`src/assert_macros.svh`:
```
// Assertion macros used by bounded_linked_list_engine_unit.
// Each macro samples on clk and is disabled while rst is high.
`ifndef ASSERT_MACROS_SVH
`define ASSERT_MACROS_SVH

// Condition that must hold at every clock edge.
`define ASSERT_ALWAYS(label, cond, msg) \
  label: assert property (@(posedge clk) disable iff (rst) (cond)) else $error(msg);

// Implication checked in the same cycle.
`define ASSERT_IMPLY(label, ante, cons, msg) \
  label: assert property (@(posedge clk) disable iff (rst) (ante) |-> (cons)) else $error(msg);

// Implication whose consequent is checked in the next cycle.
`define ASSERT_NEXT(label, ante, cons, msg) \
  label: assert property (@(posedge clk) disable iff (rst) (ante) |=> (cons)) else $error(msg);

`endif

```
`src/bll_pkg.sv`:
```
// Shared types and constants for the bounded linked list engine.
// No dependencies; imported by bounded_linked_list_engine_unit.
`default_nettype none

package bll_pkg;

  localparam int VALUE_WIDTH = 32;
  localparam int ACTION_WIDTH = 3;
  localparam int POS_WIDTH = 5;
  localparam int COUNT_BITS = 5;

  typedef enum logic [ACTION_WIDTH-1:0] {
    ACT_INSERT_FRONT = 3'd0,
    ACT_INSERT_BACK  = 3'd1,
    ACT_REMOVE_VALUE = 3'd2,
    ACT_REMOVE_POS   = 3'd3,
    ACT_CLEAR        = 3'd4,
    ACT_DUMP         = 3'd5
  } bll_action_t;

  typedef enum logic [2:0] {
    ST_IDLE,
    ST_INSERT,
    ST_SEARCH,
    ST_DUMP,
    ST_RESP
  } bll_state_t;

  typedef struct packed {
    logic [ACTION_WIDTH-1:0]       action;
    logic signed [VALUE_WIDTH-1:0] item_value;
    logic [POS_WIDTH-1:0]          position;
  } bll_req_t;

  typedef struct packed {
    logic                          ok;
    logic signed [VALUE_WIDTH-1:0] out_value;
    logic [COUNT_BITS-1:0]         count;
    logic                          last;
  } bll_resp_t;

endpackage

`default_nettype wire

```
`src/bounded_linked_list_engine_unit.sv`:
```
// Bounded singly linked list engine: value and link memories, free map, walk control.
// Depends on bll_pkg and assert_macros.svh.
`default_nettype none
`include "assert_macros.svh"

// Ordered list of up to CAPACITY signed values, one request per transaction.
// An insert passes through accept, an update state and a response state.
// Clear and requests turned down at accept (full list on insert, empty list,
// position out of range, undefined action) pass through accept and a
// response state. Removal by value or position walks the list through a
// single-read-port link memory at one entry per cycle until the entry is
// reached (a value that is not found walks the whole list). Dump presents
// one result per cycle after a registered memory read, slower when the sink
// stalls.
// A new request is accepted only while the engine is idle, which includes the
// time a finished result waits in the output register. The link of the tail
// entry is never followed and is left unwritten on insert.
module bounded_linked_list_engine_unit
  import bll_pkg::*;
#(
  parameter int CAPACITY = 16
) (
  input  logic      clk,
  input  logic      rst,
  input  logic      in_valid,
  output logic      in_stall,
  input  bll_req_t  in_data,
  output logic      out_valid,
  input  logic      out_stall,
  output bll_resp_t out_data
);

  localparam int SW   = (CAPACITY > 1) ? $clog2(CAPACITY) : 1;
  localparam int CW   = $clog2(CAPACITY + 1);
  localparam int CMPW = (CW > POS_WIDTH) ? CW : POS_WIDTH;

  // Storage
  logic signed [VALUE_WIDTH-1:0] value_mem [CAPACITY];
  logic [SW-1:0]                 link_mem  [CAPACITY];

  bll_state_t state, state_next;

  logic [CAPACITY-1:0] free_map;
  logic [SW-1:0]       head, tail;
  logic [CW-1:0]       entry_count;

  bll_action_t                   req_action;
  logic signed [VALUE_WIDTH-1:0] req_value;
  logic [CW-1:0]                 target;
  logic [SW-1:0]                 cur, prev;
  logic [CW-1:0]                 walk_idx;
  logic                          resp_ok;

  logic signed [VALUE_WIDTH-1:0] rd_value;
  logic [SW-1:0]                 rd_link;

  // Combinational control
  bll_action_t   act_in;
  logic          in_fire, out_free, out_load;
  logic [SW-1:0] alloc_slot;
  logic          at_end, is_match, pos_ok;
  logic [CMPW-1:0] pos_ext, count_ext;
  logic          rd_en;
  logic [SW-1:0] rd_addr;
  logic          value_we, link_we;
  logic [SW-1:0] link_waddr, link_wdata;
  bll_resp_t     out_load_data;

  assign act_in    = bll_action_t'(in_data.action);
  assign in_fire   = in_valid && !in_stall;
  assign out_free  = !out_valid || !out_stall;
  assign pos_ext   = CMPW'(in_data.position);
  assign count_ext = CMPW'(entry_count);
  assign pos_ok    = (pos_ext != '0) && (pos_ext <= count_ext);
  assign at_end    = (walk_idx + CW'(1)) == entry_count;
  assign is_match  = (req_action == ACT_REMOVE_VALUE) ? (rd_value == req_value)
                                                      : (walk_idx == target);

  // Lowest-numbered free slot
  always_comb begin
    alloc_slot = '0;
    for (int k = CAPACITY - 1; k >= 0; k--) begin
      if (free_map[k]) alloc_slot = SW'(k);
    end
  end

  // Next state
  always_comb begin
    state_next = state;
    unique case (state)
      ST_IDLE: begin
        if (in_fire) begin
          unique case (act_in)
            ACT_INSERT_FRONT,
            ACT_INSERT_BACK:  state_next = (free_map != '0) ? ST_INSERT : ST_RESP;
            ACT_REMOVE_VALUE: state_next = (entry_count != '0) ? ST_SEARCH : ST_RESP;
            ACT_REMOVE_POS:   state_next = pos_ok ? ST_SEARCH : ST_RESP;
            ACT_DUMP:         state_next = (entry_count != '0) ? ST_DUMP : ST_RESP;
            default:          state_next = ST_RESP;
          endcase
        end
      end
      ST_INSERT: state_next = ST_RESP;
      ST_SEARCH: begin
        if (is_match || at_end) state_next = ST_RESP;
      end
      ST_DUMP: begin
        if (out_free && at_end) state_next = ST_IDLE;
      end
      ST_RESP: begin
        if (out_free) state_next = ST_IDLE;
      end
      default: state_next = ST_IDLE;
    endcase
  end

  // Control outputs
  always_comb begin
    in_stall      = (state != ST_IDLE);
    rd_en         = 1'b0;
    rd_addr       = head;
    value_we      = 1'b0;
    link_we       = 1'b0;
    link_waddr    = tail;
    link_wdata    = alloc_slot;
    out_load      = 1'b0;
    out_load_data = '{ok: resp_ok, out_value: '0,
                      count: COUNT_BITS'(entry_count), last: 1'b1};
    unique case (state)
      ST_IDLE: begin
        rd_en   = in_fire;
        rd_addr = head;
      end
      ST_INSERT: begin
        value_we = 1'b1;
        if (entry_count != '0) begin
          link_we = 1'b1;
          if (req_action == ACT_INSERT_FRONT) begin
            link_waddr = alloc_slot;
            link_wdata = head;
          end else begin
            link_waddr = tail;
            link_wdata = alloc_slot;
          end
        end
      end
      ST_SEARCH: begin
        rd_en   = !is_match && !at_end;
        rd_addr = rd_link;
        // Bypass the removed entry from its predecessor
        if (is_match && walk_idx != '0) begin
          link_we    = 1'b1;
          link_waddr = prev;
          link_wdata = rd_link;
        end
      end
      ST_DUMP: begin
        rd_en         = out_free && !at_end;
        rd_addr       = rd_link;
        out_load      = out_free;
        out_load_data = '{ok: 1'b1, out_value: rd_value,
                          count: COUNT_BITS'(entry_count), last: at_end};
      end
      ST_RESP: begin
        out_load = out_free;
      end
      default: begin
        in_stall = 1'b1;
      end
    endcase
  end

  // Control state and list bookkeeping
  always_ff @(posedge clk) begin
    if (rst) begin
      state       <= ST_IDLE;
      out_valid   <= 1'b0;
      free_map    <= '1;
      head        <= '0;
      tail        <= '0;
      entry_count <= '0;
    end else begin
      state <= state_next;
      if (out_load) begin
        out_valid <= 1'b1;
      end else if (!out_stall) begin
        out_valid <= 1'b0;
      end

      if (state == ST_IDLE && in_fire && act_in == ACT_CLEAR) begin
        free_map    <= '1;
        head        <= '0;
        tail        <= '0;
        entry_count <= '0;
      end

      if (state == ST_INSERT) begin
        free_map[alloc_slot] <= 1'b0;
        entry_count          <= entry_count + CW'(1);
        if (entry_count == '0) begin
          head <= alloc_slot;
          tail <= alloc_slot;
        end else if (req_action == ACT_INSERT_FRONT) begin
          head <= alloc_slot;
        end else begin
          tail <= alloc_slot;
        end
      end

      if (state == ST_SEARCH && is_match) begin
        free_map[cur] <= 1'b1;
        entry_count   <= entry_count - CW'(1);
        if (entry_count == CW'(1)) begin
          head <= '0;
          tail <= '0;
        end else begin
          if (walk_idx == '0) head <= rd_link;
          if (at_end) tail <= prev;
        end
      end
    end
  end

  // Request, walk and output payload
  always_ff @(posedge clk) begin
    if (in_fire) begin
      req_action <= act_in;
      req_value  <= in_data.item_value;
      target     <= CW'(pos_ext - CMPW'(1));
      cur        <= head;
      prev       <= '0;
      walk_idx   <= '0;
      resp_ok    <= (act_in == ACT_CLEAR);
    end else if (rd_en) begin
      // Advance one link
      prev     <= cur;
      cur      <= rd_link;
      walk_idx <= walk_idx + CW'(1);
    end

    if (state == ST_INSERT || (state == ST_SEARCH && is_match)) begin
      resp_ok <= 1'b1;
    end

    if (out_load) out_data <= out_load_data;
  end

  // Memories: one write and one registered read per cycle each
  always_ff @(posedge clk) begin
    if (value_we) value_mem[alloc_slot] <= req_value;
    if (link_we) link_mem[link_waddr] <= link_wdata;
    if (rd_en) begin
      rd_value <= value_mem[rd_addr];
      rd_link  <= link_mem[rd_addr];
    end
  end

  `ASSERT_ALWAYS(a_count_bound, entry_count <= CW'(CAPACITY), "entry count above capacity")
  `ASSERT_ALWAYS(a_free_balance, ($countones(free_map) + int'(entry_count)) == CAPACITY, "free map and count disagree")
  `ASSERT_IMPLY(a_empty_ptrs, entry_count == '0, head == '0 && tail == '0, "empty list with nonzero pointers")
  `ASSERT_IMPLY(a_insert_room, state == ST_INSERT, free_map != '0, "insert with no free slot")
  `ASSERT_IMPLY(a_partial_dump, out_valid && !out_data.last, state == ST_DUMP, "non-final result outside dump")

endmodule

`default_nettype wire
```
`config.mk`:
```
export PLATFORM = sky130hd
export DESIGN_NAME = bounded_linked_list_engine_unit
export DESIGN_NICKNAME = d
export VERILOG_FILES = /design/src/bll_pkg.sv /design/src/bounded_linked_list_engine_unit.sv
export VERILOG_INCLUDE_DIRS = /design/src /design/src/src
export SDC_FILE = /design/constraint.sdc
export NUM_CORES = 1
export LEC_CHECK = 0
export BUFFER_PORTS_ARGS = -buffer_cell sky130_fd_sc_hd__buf_2
export CAP_MARGIN = 5
export CORE_MARGIN = 2
export CORE_UTILIZATION = 56
export CTS_BUF_LIST = sky130_fd_sc_hd__clkbuf_16
export DETAILED_ROUTE_END_ITERATION = 12
export PLACE_DENSITY = 0.76
export SYNTH_ARGS = -nofsm -noshare
export SYNTH_HDL_FRONTEND = slang
export SYNTH_SLANG_ARGS = --single-unit
```
`constraint.sdc`:
```
create_clock -name clk -period 4 [get_ports clk]
set_input_delay 0 -clock clk [delete_from_list [all_inputs] [get_ports clk]]
set_output_delay 0 -clock clk [all_outputs]
set_load 0.1 [all_outputs]
```
======== After elaboration in Yosys (flattened, before gate mapping) ========
Memories as Yosys holds them, arrays and structs flattened. A register that Yosys moved wholly into a read port is not among the register bits.
Cells that the tools add are included.
storage, ports and cells
  bits in registers ....................... 126
  memory bits (writable) .................. 576
  input port bits ......................... 44
  output and inout port bits .............. 41
  word-level logic and storage cells ...... 163
  memories kept ........................... 2
cells by class
  $add $sub $neg .......................... 4
  $lt $le $gt $ge ......................... 5
  eq/ne operators ......................... 19
  muxes and demuxes ....................... 77
  bitwise gates (word level) .............. 3
  reduce and logical (&&, ||, !) cells .... 36
memory list
  name       words  width  read ports  clocked after memory_dff  wr ports  line                                   text
  value_mem  16     32     1           1                         1         bounded_linked_list_engine_unit.sv:38  logic signed [VALUE_WIDTH-1:0] value_mem [CAPACITY];
  link_mem   16     4      1           1                         1         bounded_linked_list_engine_unit.sv:39  logic [SW-1:0] link_mem [CAPACITY];
operators with widths
  operator               count
  $mux W4                39
  $mux W16               5
  $eq A32 B32 Y1         1
  $mux W3                8
  $and A16 B16 Y16       1
  $not A16 Y16           1
  $or A16 B16 Y16        1
  $pmux W4 S2            2
  $reduce_bool A16 Y1    1
  $eq A3 B2 Y1 const B   5
  $mux W5                3
  $pmux W3 S5            1
  $reduce_bool A5 Y1     3
  $mux W1                14
  $pmux W3 S4            1
  $logic_and A1 B1 Y1    11
  $add A5 B1 Y5 const B  2
  $eq A5 B5 Y1           2
  $logic_not A5 Y1       2
  $lt A4 B5 Y1 const B   2
  $sub A5 B1 Y5 const B  2
  $eq A3 B3 Y1 const B   3
  $logic_not A3 Y1       3
  $demux W1 S4           2
  other kinds (15)       29

======== Longest topological paths before layout ========
  depth after elaboration ................. 26
  mapped depth ............................ 12
  depth with buffers taken out ............ 10

======== Least setup slack after synthesis ========
Ideal clock, no wire load.
  kind .................................... flip-flop to flip-flop
  start ................................... register free_map[12]
  end ..................................... register free_map[3]
  setup time .............................. 0.243 ns
  arrival time ............................ 3.873 ns
  required time ........................... 3.757 ns
  slack ................................... -0.116 ns
  cell stages (with the launch flop) ...... 7
  path buffers ............................ 0
  period minus slack after synthesis ...... 4.116 ns
  path through ............................ dfxtp_1 -> or4_4 -> nor2b_1 -> o21ai_2 -> nand3_1 -> nor3_1 -> o21ai_0
on the way
  cells in the longest elaborated chain, start to end .. 23
  elaborated cells between the ends (all ways) .. 24
  those cells by class .................... order compare (2); mux (18); bitwise (3); reduce/logical (1)
ends and longest elaborated chain
  what                                                                       line                                    text
  start, declared                                                            bounded_linked_list_engine_unit.sv:43   logic [CAPACITY-1:0] free_map;
  start signal, assigned                                                     bounded_linked_list_engine_unit.sv:178  free_map <= '1;
  start signal, assigned                                                     bounded_linked_list_engine_unit.sv:191  free_map <= '1;
  start signal, assigned by index                                            bounded_linked_list_engine_unit.sv:198  free_map[alloc_slot] <= 1'b0;
  $mux W4 * (13 in a row)                                                    bounded_linked_list_engine_unit.sv:83   if (free_map[k]) alloc_slot = SW'(k);
  $lt A4 B5 Y1 (not written as such) / $ge A4 B1 Y1 (equally long branches)  bounded_linked_list_engine_unit.sv:198
  $logic_and A1 B1 Y1 (not written as such)                                  bounded_linked_list_engine_unit.sv:198
  $mux W1 (not written as such)                                              bounded_linked_list_engine_unit.sv:198
  $demux W1 S4 *                                                             bounded_linked_list_engine_unit.sv:198
  $not A16 Y16 (no source line) *                                            --
  $and A16 B16 Y16 (no source line) *                                        --
  $mux W16 *                                                                 bounded_linked_list_engine_unit.sv:197  if (state == ST_INSERT) begin
  $mux W16 *                                                                 bounded_linked_list_engine_unit.sv:175  if (rst) begin
  $or A16 B16 Y16 (no source line)                                           --
  $mux W16 *                                                                 bounded_linked_list_engine_unit.sv:210  if (state == ST_SEARCH && is_match) begin
Every way passes the cells marked *; elsewhere a longest branch is shown, timed or not. The select of a mux whose other input is x is not followed.
A chain may end at the register's enable or synchronous reset.

======== Final worst setup path ========
  start ................................... register req_value[24]
  end ..................................... memory link_mem[4][2] (netlist name), enable pin
on the way
  cells in the longest elaborated chain, start to end .. 7
  elaborated cells between the ends (all ways) .. 9
  those cells by class .................... eq/ne (1); mux (7); reduce/logical (1)
ends and longest elaborated chain
  what                           line                                    text
  start, declared                bounded_linked_list_engine_unit.sv:48   logic signed [VALUE_WIDTH-1:0] req_value;
  start signal, assigned         bounded_linked_list_engine_unit.sv:228  req_value <= in_data.item_value;
  $eq A32 B32 Y1 *               bounded_linked_list_engine_unit.sv:76   assign is_match = (req_action == ACT_REMOVE_VALUE) ? (rd_value == req_value)
  $mux W1 *                      bounded_linked_list_engine_unit.sv:76
  $logic_and A1 B1 Y1 *          bounded_linked_list_engine_unit.sv:151  if (is_match && walk_idx != '0) begin
  $mux W1                        bounded_linked_list_engine_unit.sv:151
  $pmux W1 S2                    bounded_linked_list_engine_unit.sv:129  unique case (state)
  $mux W1                        bounded_linked_list_engine_unit.sv:251  if (link_we) link_mem[link_waddr] <= link_wdata;
  $mux W1 (not written as such)  bounded_linked_list_engine_unit.sv:251
  end, declared                  bounded_linked_list_engine_unit.sv:39
Every way passes the cells marked *; elsewhere a longest branch is shown, timed or not.

==> results.sh <==
export IMPL_clk_pin_slew_ns=0.06
export IMPL_worstMarginPinSlew_ns=1.115
export IMPL_rsz0062_at_grt="false"
export IMPL_antenna_found_initial=0
export IMPL_synth_simple_area_share_pct=6.371
export IMPL_ir_worst_vdd_v=0.0003901
export IMPL_cts_root_buf="clkbuf_16"
export IMPL_synth_edff_count=695
export IMPL_synth_xor_area_share_pct=1.514
export IMPL_syn_to_final_growth_pct=16.04
export IMPL_sw_frac_of_total_pct=22.57
export IMPL_synth_warnings=0
export IMPL_worstPathArrival_ns=4.15
export IMPL_holdPathEnd="req_value[7]$_DFFE_PP_"
export IMPL_synthFlopType="edfxtp_1"
export IMPL_min_path_type="in -> reg"
export IMPL_crit_reg2reg_capture="link_mem[4][2]$_DFFE_PP_"
export IMPL_coreArea_um2=52340
export IMPL_drt_iter0_drc=2119
export IMPL_setup_viol=0
export IMPL_yosys_area_share_adder_pct=0.4666
export IMPL_ios=85
export IMPL_drive_gt1_share_pct=24.44
export IMPL_htree_levels=3
export IMPL_dp_hpwl_um=40500
export IMPL_min_period_ns=3.881
export IMPL_relSlewSlack_pct=24.08
export IMPL_drt_pass1_iterations=5
export IMPL_grt_overflow=0
export IMPL_routabilityCongestion=0.8673
export IMPL_finalHoldViolations=0
export IMPL_clk_latency_ns=0.63
export IMPL_path_class="reg -> reg"
export IMPL_grt_total_usage_pct=26.93
export IMPL_end_kind="register"
export IMPL_post_route_period_util_pct=97.02
export IMPL_synth_commonest_cells="695 x edfxtp_1, 144 x mux4_2, 116 x nand2_1, 86 x nor2_1, 47 x a31oi_1"
export IMPL_fin_nets=1884
export IMPL_synth_top_family_by_area="multiplexers"
export IMPL_yosysMostFrequentCell="edfxtp_1"
export IMPL_grt_pass1_vias=16470
export IMPL_antenna_cells=0
export IMPL_cts_tree="built"
export IMPL_synthesis_nets=1686
export IMPL_cap_viol_max_count=0
export IMPL_synth_distinct_cells=78
export IMPL_min_path_cells=2
export IMPL_synth_top_area_share_pct=70.75
export IMPL_p_leak_nw=11.60
export IMPL_p_seq_share_pct=52.9
export IMPL_worstReg2RegStart="req_value[24]$_DFFE_PP_"
export IMPL_fmax_mhz=257.7
export IMPL_die_h_um=233.5
export IMPL_synthCells=1631
export IMPL_cts_buffers_inserted=75
export IMPL_async_reset_ff_share_pct=0
export IMPL_r2r_cells=8
export IMPL_rrSetupSlack_ns=0.12
export IMPL_status="complete, no violations"
export IMPL_grt_pass1_wl_um=105500
export IMPL_clkPwrFrac_pct=41.3
export IMPL_via_count=16460
export IMPL_crit_fanout=17
export IMPL_finalSetupTns_ns=0
export IMPL_synthMuxAreaShare_pct=11.52
export IMPL_initial_core_util_pct=56.36
export IMPL_synth_compound_area_share_pct=4.641
export IMPL_cts_resized=0
export IMPL_drv_slew=0
export IMPL_row_count=84
export IMPL_switchingPower_mw=3.803
export IMPL_syn_cell_area_um2=29500
export IMPL_worst_clock_skew_ns=0.03224
export IMPL_power_density_nw_per_um2=492.2
export IMPL_die_w_um=233.5
export IMPL_postLayoutCoreUtil_pct=65.39
export IMPL_fillCellCount=3412
export IMPL_synth_area_top_cells="edfxtp_1 71%, mux4_2 11%, dfxtp_1 2.9%, nand2_1 1.5%, xnor2_1 1.1%"
export IMPL_synth_area_leader_cell="edfxtp_1"
export IMPL_port_buffers=84
export IMPL_syn_area_per_cell_um2=18.09
export IMPL_comb_power_share_pct=5.8
export IMPL_worst_ep_required_time_ns=4.26
export IMPL_finalWirelength_um=71640
export IMPL_p_int_mw=13.04
export IMPL_startpoint_type="register"
export IMPL_grt_max_degree=55
export IMPL_cts_path_max_buffers=3
export IMPL_ys_ff_latch=738
export IMPL_drc_errors=0
export IMPL_synth_seq_area_share_pct=73.67
export IMPL_routedWlPerCell_um=27.83
export IMPL_final_antenna_net_count=0
export IMPL_hp_start="in_data[12]"
export IMPL_cts_sinks=738
export IMPL_viasPerCell=6.393
export IMPL_dieArea_um2=54520
## per-layer routing
metal	part of all wire [%]	GRT usage [%]	wire length, µm
met3	8.7	3.772	6250
met1	39	38.09	27950
met2	49	43.44	35350
met5	0	0	0
met4	2.9	9.652	2083
## critical path, cell delays in order, from the launching register on
cell      delay (ns)
edfxtp_1        0.62
xnor2_1         0.56
nand4_1         0.26
nor4_4          0.49
nand4_2         0.26
and2_4          0.29
nor2_1          0.41
o221ai_2        0.23
nor2_1          0.39
## cell type report
cell class | instances | area [µm²] | share of cell area (%)
flip-flops and latches | 738 | 21730 | 63.49
inverters | 17 | 63.81 | 0.1864
clock inverters | 58 | 535.5 | 1.565
multi-input cells | 794 | 7415 | 21.66
well taps | 688 | 860.8 | 2.515
clock buffers | 76 | 1902 | 5.556
repair buffers | 203 | 1719 | 5.023
## sequential cells by signal (all words and copies together), names as in the netlist, 4 cells and up
register and count:
req_value 32, target 5, tail 4, rd_value 32, walk_idx 5, free_map 16
head 4, value_mem 512, rd_link 4, prev 4, cur 4, out_data 39
link_mem 64, count_ext 5
## kinds of logic (layout without fill, tap and decap cells)
family / count (synthesis) / count (layout)
and+or+nand+nor: 375 / 375
adders and majority gates: 11 / 11
xor gates and xnor gates: 51 / 51
AOI/OAI and AO/OA: 199 / 199
DFF: 738 / 738
muxes: 158 / 158
buffers and inverters: 99 / 354
## cell usage in the layout, fill, tap and decap left out, types with 36 or more instances in the layout
master,n
edfxtp_1,695
mux4_2,144
and2_1,39
dlygate4sd3_1,47
nor2_1,74
clkbuf_16,76
xnor2_1,38
dfxtp_1,42
buf_4,49
buf_2,84
a31oi_1,47
nand2_1,115
a211oi_1,40
and3_1,36
o21ai_0,36
## per-stage QoR
step	hold WS, ns	total power, mW	setup WS (ns)	cell area (µm²)	std cells
2_1_floorplan	0.09887	9.616	0.01831	29510	1631
3_3_place_gp	0.1764	9.963	0.4563	31320	2393
3_5_place_dp	0.1781	9.996	0.3118	31320	2393
4_1_cts	0.05282	16.91	0.2488	34230	2574
5_1_grt	0.07381	17.28	0.05526	34230	2574
6_report	0.08272	16.85	0.1190	34230	2574
## how the worst max path moves through the flow
stage | start | to | slack, ns | cells past startpoint
after floorplan | state[1]$_SDFFE_PP0P_ | free_map[7]$_SDFF_PP1_ | 0.02 | 6
after CTS | req_value[24]$_DFFE_PP_ | link_mem[4][2]$_DFFE_PP_ | 0.25 | 8
final | req_value[24]$_DFFE_PP_ | link_mem[4][2]$_DFFE_PP_ | 0.12 | 8
after global placement | req_value[24]$_DFFE_PP_ | link_mem[12][0]$_DFFE_PP_ | 0.46 | 8
after global routing | req_value[24]$_DFFE_PP_ | link_mem[4][2]$_DFFE_PP_ | 0.06 | 8
after detailed placement | req_value[24]$_DFFE_PP_ | link_mem[13][2]$_DFFE_PP_ | 0.31 | 8
## power by group through the flow
| stage | clock network (mW) | logic (mW) | registers [mW] |
|---|---|---|---|
| 6_report | 6.96 | 0.972 | 8.91 |
| 5_1_grt | 7.32 | 1.02 | 8.93 |
| 4_1_cts | 7.03 | 0.972 | 8.91 |
| 3_5_place_dp | 0 | 0.929 | 9.07 |
| 3_3_place_gp | 0 | 0.913 | 9.05 |
| 2_1_floorplan | 0 | 0.425 | 9.19 |
## what timing repair did
action	4_1_cts	5_1_grt
hold buffers	47	0
setup buffers	0	0
hold endpoints to repair	75	0
Note: power is estimated with default switching activity, not from simulation.
